--- src/rtl/lsi_pkg.sv ---
// ============================================================================
// lsi_pkg: shared types and constants for the line/sphere intersection core
// Item layouts, status codes, arithmetic widths and the sideband records that
// travel along the square-root and divider cell rows.
// ============================================================================
package lsi_pkg;

    // Coordinate format (fixed by the item layout)
    localparam int COORD_W       = 32;
    localparam int RADIUS_W      = COORD_W - 1;
    localparam int FRAC_BITS_DEF = 16;

    // Intermediate widths
    localparam int DIFF_W = COORD_W + 1;          // origin - center
    localparam int A_W    = 2 * COORD_W;          // dir.dir, never negative
    localparam int BS_W   = 2 * COORD_W + 2;      // dir.diff, signed
    localparam int C_W    = 2 * COORD_W + 3;      // diff.diff - r*r, signed
    localparam int BM_W   = 2 * COORD_W + 1;      // |dir.diff|
    localparam int CM_W   = 2 * COORD_W + 2;      // |c|
    localparam int HALF_W = COORD_W + 1;          // split point for wide products
    localparam int PP_W   = 2 * HALF_W;           // partial product width
    localparam int SQ_W   = 4 * COORD_W + 4;      // quarter discriminant, even width
    localparam int DEN_W  = 2 * COORD_W + 1;      // 2a
    localparam int REM_W  = DEN_W + COORD_W;      // divider remainder window

    // Result status codes
    localparam logic [1:0] ST_NO_HIT   = 2'd0;
    localparam logic [1:0] ST_TANGENT  = 2'd1;
    localparam logic [1:0] ST_TWO      = 2'd2;
    localparam logic [1:0] ST_ZERO_DIR = 2'd3;

    typedef struct packed {
        logic signed [COORD_W-1:0] origin_x;
        logic signed [COORD_W-1:0] origin_y;
        logic signed [COORD_W-1:0] origin_z;
        logic signed [COORD_W-1:0] dir_x;
        logic signed [COORD_W-1:0] dir_y;
        logic signed [COORD_W-1:0] dir_z;
        logic signed [COORD_W-1:0] center_x;
        logic signed [COORD_W-1:0] center_y;
        logic signed [COORD_W-1:0] center_z;
        logic        [RADIUS_W-1:0] radius;
    } t_in;

    typedef struct packed {
        logic        [1:0]         status;
        logic signed [COORD_W-1:0] root_plus;
        logic signed [COORD_W-1:0] root_minus;
        logic                      saturated;
    } t_out;

    // Sideband carried along the square-root row
    typedef struct packed {
        logic                   zero_dir;
        logic                   nohit;
        logic                   tangent;
        logic signed [BS_W-1:0] bs;
        logic        [A_W-1:0]  a;
    } t_sq_side;

    // Sideband carried along the divider row
    typedef struct packed {
        logic zero_dir;
        logic nohit;
        logic tangent;
        logic neg_p;
        logic neg_m;
        logic ovf_p;
        logic ovf_m;
    } t_dv_side;

endpackage

--- src/rtl/lsi_sqrt_cell.sv ---
// ============================================================================
// lsi_sqrt_cell: one digit of the floor square root
// Brings down two radicand bits, tries partial root *4 + 1, and hands the
// remainder, root and sideband to the next cell.
// ============================================================================
module lsi_sqrt_cell #(
    parameter int X_W = 164,
    parameter int S_W = 82
) (
    input  logic               i_clk,
    input  logic               i_rst_n,
    input  logic               i_en,
    input  logic               i_valid,
    input  logic [X_W-1:0]     i_x,
    input  logic [S_W+1:0]     i_rem,
    input  logic [S_W-1:0]     i_root,
    input  lsi_pkg::t_sq_side  i_side,
    output logic               o_valid,
    output logic [X_W-1:0]     o_x,
    output logic [S_W+1:0]     o_rem,
    output logic [S_W-1:0]     o_root,
    output lsi_pkg::t_sq_side  o_side
);
    import lsi_pkg::*;

    logic [S_W+1:0] w_cur;
    logic [S_W+1:0] w_trial;
    logic [S_W+1:0] w_diff;
    logic           w_take;

    logic           r_valid;
    logic [X_W-1:0] r_x;
    logic [S_W+1:0] r_rem;
    logic [S_W-1:0] r_root;
    t_sq_side       r_side;

    // Trial subtract
    assign w_cur   = {i_rem[S_W-1:0], i_x[X_W-1 -: 2]};
    assign w_trial = {i_root, 2'b01};
    assign w_diff  = w_cur - w_trial;
    assign w_take  = (w_cur >= w_trial);

    always_ff @(posedge i_clk) begin
        if (!i_rst_n) begin
            r_valid <= 1'b0;
        end else if (i_en) begin
            r_valid <= i_valid;
        end
    end

    always_ff @(posedge i_clk) begin
        if (i_en) begin
            r_x    <= i_x << 2;
            r_rem  <= w_take ? w_diff : w_cur;
            r_root <= {i_root[S_W-2:0], w_take};
            r_side <= i_side;
        end
    end

    assign o_valid = r_valid;
    assign o_x     = r_x;
    assign o_rem   = r_rem;
    assign o_root  = r_root;
    assign o_side  = r_side;

endmodule

--- config.mk ---
export PLATFORM = sky130hd
export DESIGN_NAME = lsi_sqrt_cell
export DESIGN_NICKNAME = d
export VERILOG_FILES = /design/src/rtl/lsi_pkg.sv /design/src/rtl/lsi_sqrt_cell.sv
export SDC_FILE = /design/constraint.sdc
export NUM_CORES = 1
export LEC_CHECK = 0
export ABC_AREA = 1
export BUFFER_PORTS_ARGS = -buffer_cell sky130_fd_sc_hd__clkbuf_2
export CORE_AREA = 4 4 363 365
export CTS_CLUSTER_SIZE = 28
export DETAILED_ROUTE_END_ITERATION = 7
export DIE_AREA = 0 0 367 369
export PLACE_DENSITY = 0.46
export SYNTH_ARGS = -nofsm -noshare
export SYNTH_HDL_FRONTEND = slang
export SYNTH_SLANG_ARGS = --single-unit
export TNS_END_PERCENT = 50
--- constraint.sdc ---
create_clock -name i_clk -period 5.3 [get_ports i_clk]
set_input_delay 1.59 -clock i_clk [delete_from_list [all_inputs] [get_ports i_clk]]
set_output_delay 1.59 -clock i_clk [all_outputs]
set_load 0.005 [all_outputs]
# Word level (Yosys, flattened, before mapping)
# Cells that the tools add are included.
[classes]
add_sub_neg = 1
mul = 0
div_mod_pow = 0
magnitude_cmp = 1
n_eq_ne = 0
shifts = 0
mux = 1
bitwise = 0
reduce_logical = 0
[op_table]
columns = ["op", "n"]
rows = [
  ["84-bit >= comparator", 1],
  ["84-bit two-way mux", 1],
  ["84-bit subtractor", 1],
]
[word_totals]
register_bits = 462
latch_bits = 0
mem_bits_rw = 0
rom_bits = 0
input_bits = 467
mem_count = 0

# Logic depth before layout (Yosys ltp)
[logic_depth]
depth_word = 2
depth_mapped = 18

# Worst setup path after synthesis
# Ideal clock, no wire load.
[synth_path]
path_kind = "input to register"
from = "input port i_root[45]"
to = "register r_rem[51] (netlist: o_rem[51]), data pin"
setup_time_ns = 0.252
t_arrival_ns = 3.232
slack_ns = 1.816
stages = 15
n_path_buf = 2
cell_sequence = "inv_1 > ha_1 > nand2_2 > inv_2 > nand2_1 > nand2_1 > a21oi_1 > a21boi_1 > nand3_2 > nand2_1 > nand2_4 > buf_12 > buf_12 > nand3_2 > nand2_1"
[synth_between]
elab_chain_cells = 2
elab_cells_between_ends = 3
cone_classes = "1 x add/sub; 1 x order compare; 1 x mux"
[synth_lines]
columns = ["item", "line_no", "source"]
rows = [
  ["start, declared", "lsi_sqrt_cell.sv:16", "input logic [S_W-1:0] i_root,"],
  ["84-bit subtractor / 84-bit >= comparator (equally long branches)", "lsi_sqrt_cell.sv:40, lsi_sqrt_cell.sv:41", ""],
  ["84-bit two-way mux (*)", "lsi_sqrt_cell.sv:54", "r_rem <= w_take ? w_diff : w_cur;"],
  ["end signal, assigned", "lsi_sqrt_cell.sv:54", ""],
  ["end, declared", "lsi_sqrt_cell.sv:33", "logic [S_W+1:0] r_rem;"],
]
# Mark *: on every way between the ends. The rest lies on a longest branch, timed or not.
# A chain may end at the register's enable or synchronous reset.

# Worst setup path after layout
[layout_path]
from = "input port i_root[34]"
to = "register r_rem[75] (netlist: o_rem[75]), data pin"
# Same word-level chain as after synthesis.

==> results.md <==
* Ports at 931
* Cell with the largest stage delay on the worst path: sky130_fd_sc_hd__nand3_1
* TritonCTS sink count at 462
* Number of setup buffers added after CTS at 0
* Count of final max-slew check failures at 0
* Simple-Gate Fraction of Synth Area at between 20 and 25%
* Count of unique library cells instantiated by Yosys at 33
* CTS tree: done
* Initial Utilization at 18.1%
* Top-area cell type share of the netlist area at 59.3%
* # nets final at between 4000 and 5000
* Post-Synth Adder-Cell Area at 4.50%
* Summed negative setup slack over all endpoints at 0 ns
* DRT Wirelength at 146 mm
* Register bit count reported by yosys at between 400 and 500
* Number of buffers on the longest clock path at 3
* Amount of wire on met3 after detailed routing at 14.0 mm
* Power Density at 329 nW/µm²
* Via count of the first global-routing pass at 20800
* Total core area at 129000 µm²
* Placer's final routability congestion estimate at 0.987
* Capture point of the worst path: o_rem[75]
* Wire length the detailed router placed on met1 at 53.0 mm
* Cells on Worst Hold Path at 2
* CP required at 5.69 ns
* Overall overflow remaining after global route at 0
* Critical path depth at 15
* Antenna violations before repair at between 70 and 80
* Reg-to-reg startpoint: o_valid
* DRC viols at 0
* Layout cells sized above 1 at 30.2%
* Final instance area at around 32000 µm²
* Startpoint types: primary input
* RSZ-0062 raised after global routing: false
* Die W at 367 µm
* Fill cells at approximately 14000
* Std cell rows at 132
* Overall die area at between 100000 and 150000 µm²
* First-pass GRT wire length at 188 mm
* Largest area contributor in the synthesized netlist: sky130_fd_sc_hd__edfxtp_1
* Capture instance of the worst register-to-register path: o_valid
* Top cells by area, synth: sky130_fd_sc_hd__edfxtp_1 (59%), sky130_fd_sc_hd__nand2_1 (15%), sky130_fd_sc_hd__inv_1 (7.9%)
* Leakage component of the power at approximately 16 nW
* Total standard cell area after synthesis at 23300 µm²
* Buffer cell driving the clock tree root: sky130_fd_sc_hd__clkbuf_16
* Data arrival time at the worst-slack endpoint at roughly 4.3 ns
* Final setup violation count at 0
* Area added between synthesis and finish at 36.9%
* Crit-path most repeated cell: sky130_fd_sc_hd__nand2_1
* Dominant register cell in the synthesized netlist: sky130_fd_sc_hd__edfxtp_1
* Iteration-0 DRC count of the detailed router at 1269
* CTS H-Tree Depth at 2
* Maximum vdd drop at 0.000211 V
* Peak clock frequency supported by timing at 0.255 GHz
* Mapped Avg Cell Area at 9.14 µm²
* TritonCTS Buffers at 57
* Crit path time final at 3.92 ns
* CP Cell Sequence: clkbuf_2 > inv_1 > ha_1 > nand2_1 > nand2_1 > nand2_1 > nand2_1 > nand2_1 > nand2_1 > a21oi_1 > nand3_1 > nand2_1 > nand3_1 > nand3_1 > nand2_1
* Number of synthesized flops with an enable pin at between 400 and 500
* Share of the yosys chip area belonging to registers at 59.4%
* Area used by sequential logic in the layout at 13900 µm²
* Dominant combinational cell family by area after synthesis: simple AND/OR/NAND/NOR gates
* Worst Reg-to-Reg Cells at 2
* Endpoint class of the critical path: flop
* Instance count of the mapped netlist at about 2600
* Post-Synth XOR/XNOR Area at 1.76%
* DR vias at 21000
* Number of I/O port buffers at between 900 and 1000
* FFs w/ async S/R, synth at 0%
* Drt first pass iters at 5
* Final-report hold violation count at 0
* Post-detailed-placement half-perimeter wirelength at 128 mm
* R2r setup slk at 4.64 ns
* WL met2 at around 76 mm
* Result of the run: completed
* Longest individual stage delay on the worst path at 0.55 ns
* Top routing layer in use: met5
* Maximum Capacitance Violations at 0
* Vias per cell at roughly 4
* Footprint of the multi-input gates at 7410 µm²
* CTS-repair resized insts at 0
* Critical Path Fanout Max at 4
* Compound-Gate Fraction of Synth Area at ~2.8%
* Slew at the pin with the worst max-slew slack at 0.713 ns
* Total number of yosys warnings at 0
* Share of the cycle needed by the critical path after routing at 73.9%
* Antenna violation net count after detailed routing at 0
* Worst setup startpoint: i_root[34]
* Post-synthesis mux area share at 0%
* Clock tree skew after final layout at 0 ns
* Height of the die at 369 µm
* GR Util All Layers at 20.7%
* Routed WL per cell at 27.8 µm
* DP Area at about 30000 µm²
* HP Class: reg -> reg
* Worst-skew pair later-pin latency at ~0.65 ns
* Top cell family by delay on the critical path: simple AND/OR/NAND/NOR gates
* Start-to-end type of the worst setup path: in -> reg
* Worst slew slack as a fraction of its limit at 52.5%
* Pin count of the biggest net entering global routing at 106
* Clk slew on worst S/H paths at 0.06 ns
* Buffering stage count on the worst path with inverters included at 2
* CTS hold repair buffers at 0
[per-layer routing]
layer,up-vias,track usage (%)
li1,10000,-
met1,9988,22.2
met2,744,38.5
met3,175,8.18
met4,28,4.20
met5,-,0
[registers in the layout (all words and copies together) (netlist names)]
register  count
o_rem        84
o_side      133
o_root       82
o_x         162
o_valid       1
[worst min path at each step]
| stage | from | end | slack (ns) |
|---|---|---|---|
| 2_1_floorplan | o_valid | o_valid | 0.52 |
| 3_3_place_gp | o_valid | o_valid | 0.53 |
| 3_5_place_dp | o_valid | o_valid | 0.53 |
| 4_1_cts | o_valid | o_valid | 0.55 |
| 5_1_grt | o_valid | o_valid | 0.60 |
| 6_report | o_valid | o_valid | 0.56 |
[Yosys cell counts, types with 2 or more instances]
cell / count
sky130_fd_sc_hd__buf_2: 12
sky130_fd_sc_hd__inv_1: 492
sky130_fd_sc_hd__edfxtp_1: 461
sky130_fd_sc_hd__buf_6: 2
sky130_fd_sc_hd__nand2_1: 951
sky130_fd_sc_hd__and2_1: 2
sky130_fd_sc_hd__nand4_1: 6
sky130_fd_sc_hd__ha_1: 84
sky130_fd_sc_hd__nor2_4: 4
sky130_fd_sc_hd__nand2_2: 3
sky130_fd_sc_hd__buf_4: 2
sky130_fd_sc_hd__buf_12: 2
sky130_fd_sc_hd__inv_2: 17
sky130_fd_sc_hd__xor2_1: 47
sky130_fd_sc_hd__nor2_1: 186
sky130_fd_sc_hd__nand3_1: 92
sky130_fd_sc_hd__nor2_2: 16
sky130_fd_sc_hd__o21ai_0: 22
sky130_fd_sc_hd__a21oi_1: 81
sky130_fd_sc_hd__nand3b_1: 13
sky130_fd_sc_hd__nor4_1: 2
sky130_fd_sc_hd__nand3_2: 12
sky130_fd_sc_hd__nor3_1: 19
sky130_fd_sc_hd__o21bai_1: 16
[logic make-up (layout without fill, tap and decap cells)]
| family | count (synthesis) | in the layout |
|---|---|---|
| XOR/XNOR | 47 | 47 |
| adder cells (fa/ha/maj) | 84 | 84 |
| flip-flops | 462 | 462 |
| buffers and inverters | 529 | 1554 |
| AO/OA/AOI/OAI | 120 | 120 |
| AND/OR/NAND/NOR | 1310 | 1310 |
| other | 1 | 16 |
[layout make-up]
cell class	instances	share of cell area, %
well taps	1675	6.56
inverters	510	6.00
repair buffers	941	15.1
clock inverters	41	1.10
clock buffers	62	4.52
flip-flops and latches	462	43.4
multi-input cells	1563	23.2
diodes	14	0.110
[power by group]
part | internal, W | total, W | switching (W)
sequential | 0.00442 | 0.00454 | 0.000126
combinational | 0.000676 | 0.00210 | 0.00142
clock | 0.00217 | 0.00387 | 0.00171
total | 0.00726 | 0.0105 | 0.00325
[per-stage QoR]
| stage | total power, W | hold slack (ns) | utilization (%) | cells | worst slack, ns |
|---|---|---|---|---|---|
| 5_1_grt | 0.0110 | 0.599 | 24.8 | 5255 | 1.23 |
| 3_5_place_dp | 0.00677 | 0.532 | 23.4 | 5151 | 0.703 |
| 6_report | 0.0105 | 0.555 | 24.8 | 5268 | 1.38 |
| 4_1_cts | 0.0108 | 0.549 | 24.8 | 5254 | 1.41 |
| 2_1_floorplan | 0.00543 | 0.525 | - | 2554 | 1.82 |
| 3_3_place_gp | 0.00678 | 0.532 | 23.4 | 5151 | 0.722 |
[placed cells by master, fill, tap and decap left out, drive strengths merged]
| cell | n |
|---|---|
| edfxtp | 461 |
| nand3 | 104 |
| nor4 | 2 |
| o21ai | 22 |
| conb | 2 |
| a21oi | 81 |
| clkinv | 27 |
| diode | 14 |
| a21boi | 1 |
| clkbuf | 987 |
| nand3b | 13 |
| dfxtp | 1 |
| xor2 | 47 |
| clkinvlp | 4 |
| or2 | 2 |
| inv | 516 |
| nor3 | 20 |
| and2 | 2 |
| nand4 | 6 |
| nor2 | 206 |
| ha | 84 |
| bufinv | 4 |
| o21bai | 16 |
| buf | 16 |
| nand2 | 955 |
[worst reg2reg max path, delay by kind of cell (launching register included)]
kind            cells  cell delay, ns
compound gates      2            0.22
flops               1            0.31
(Power assumes the default switching activity.)
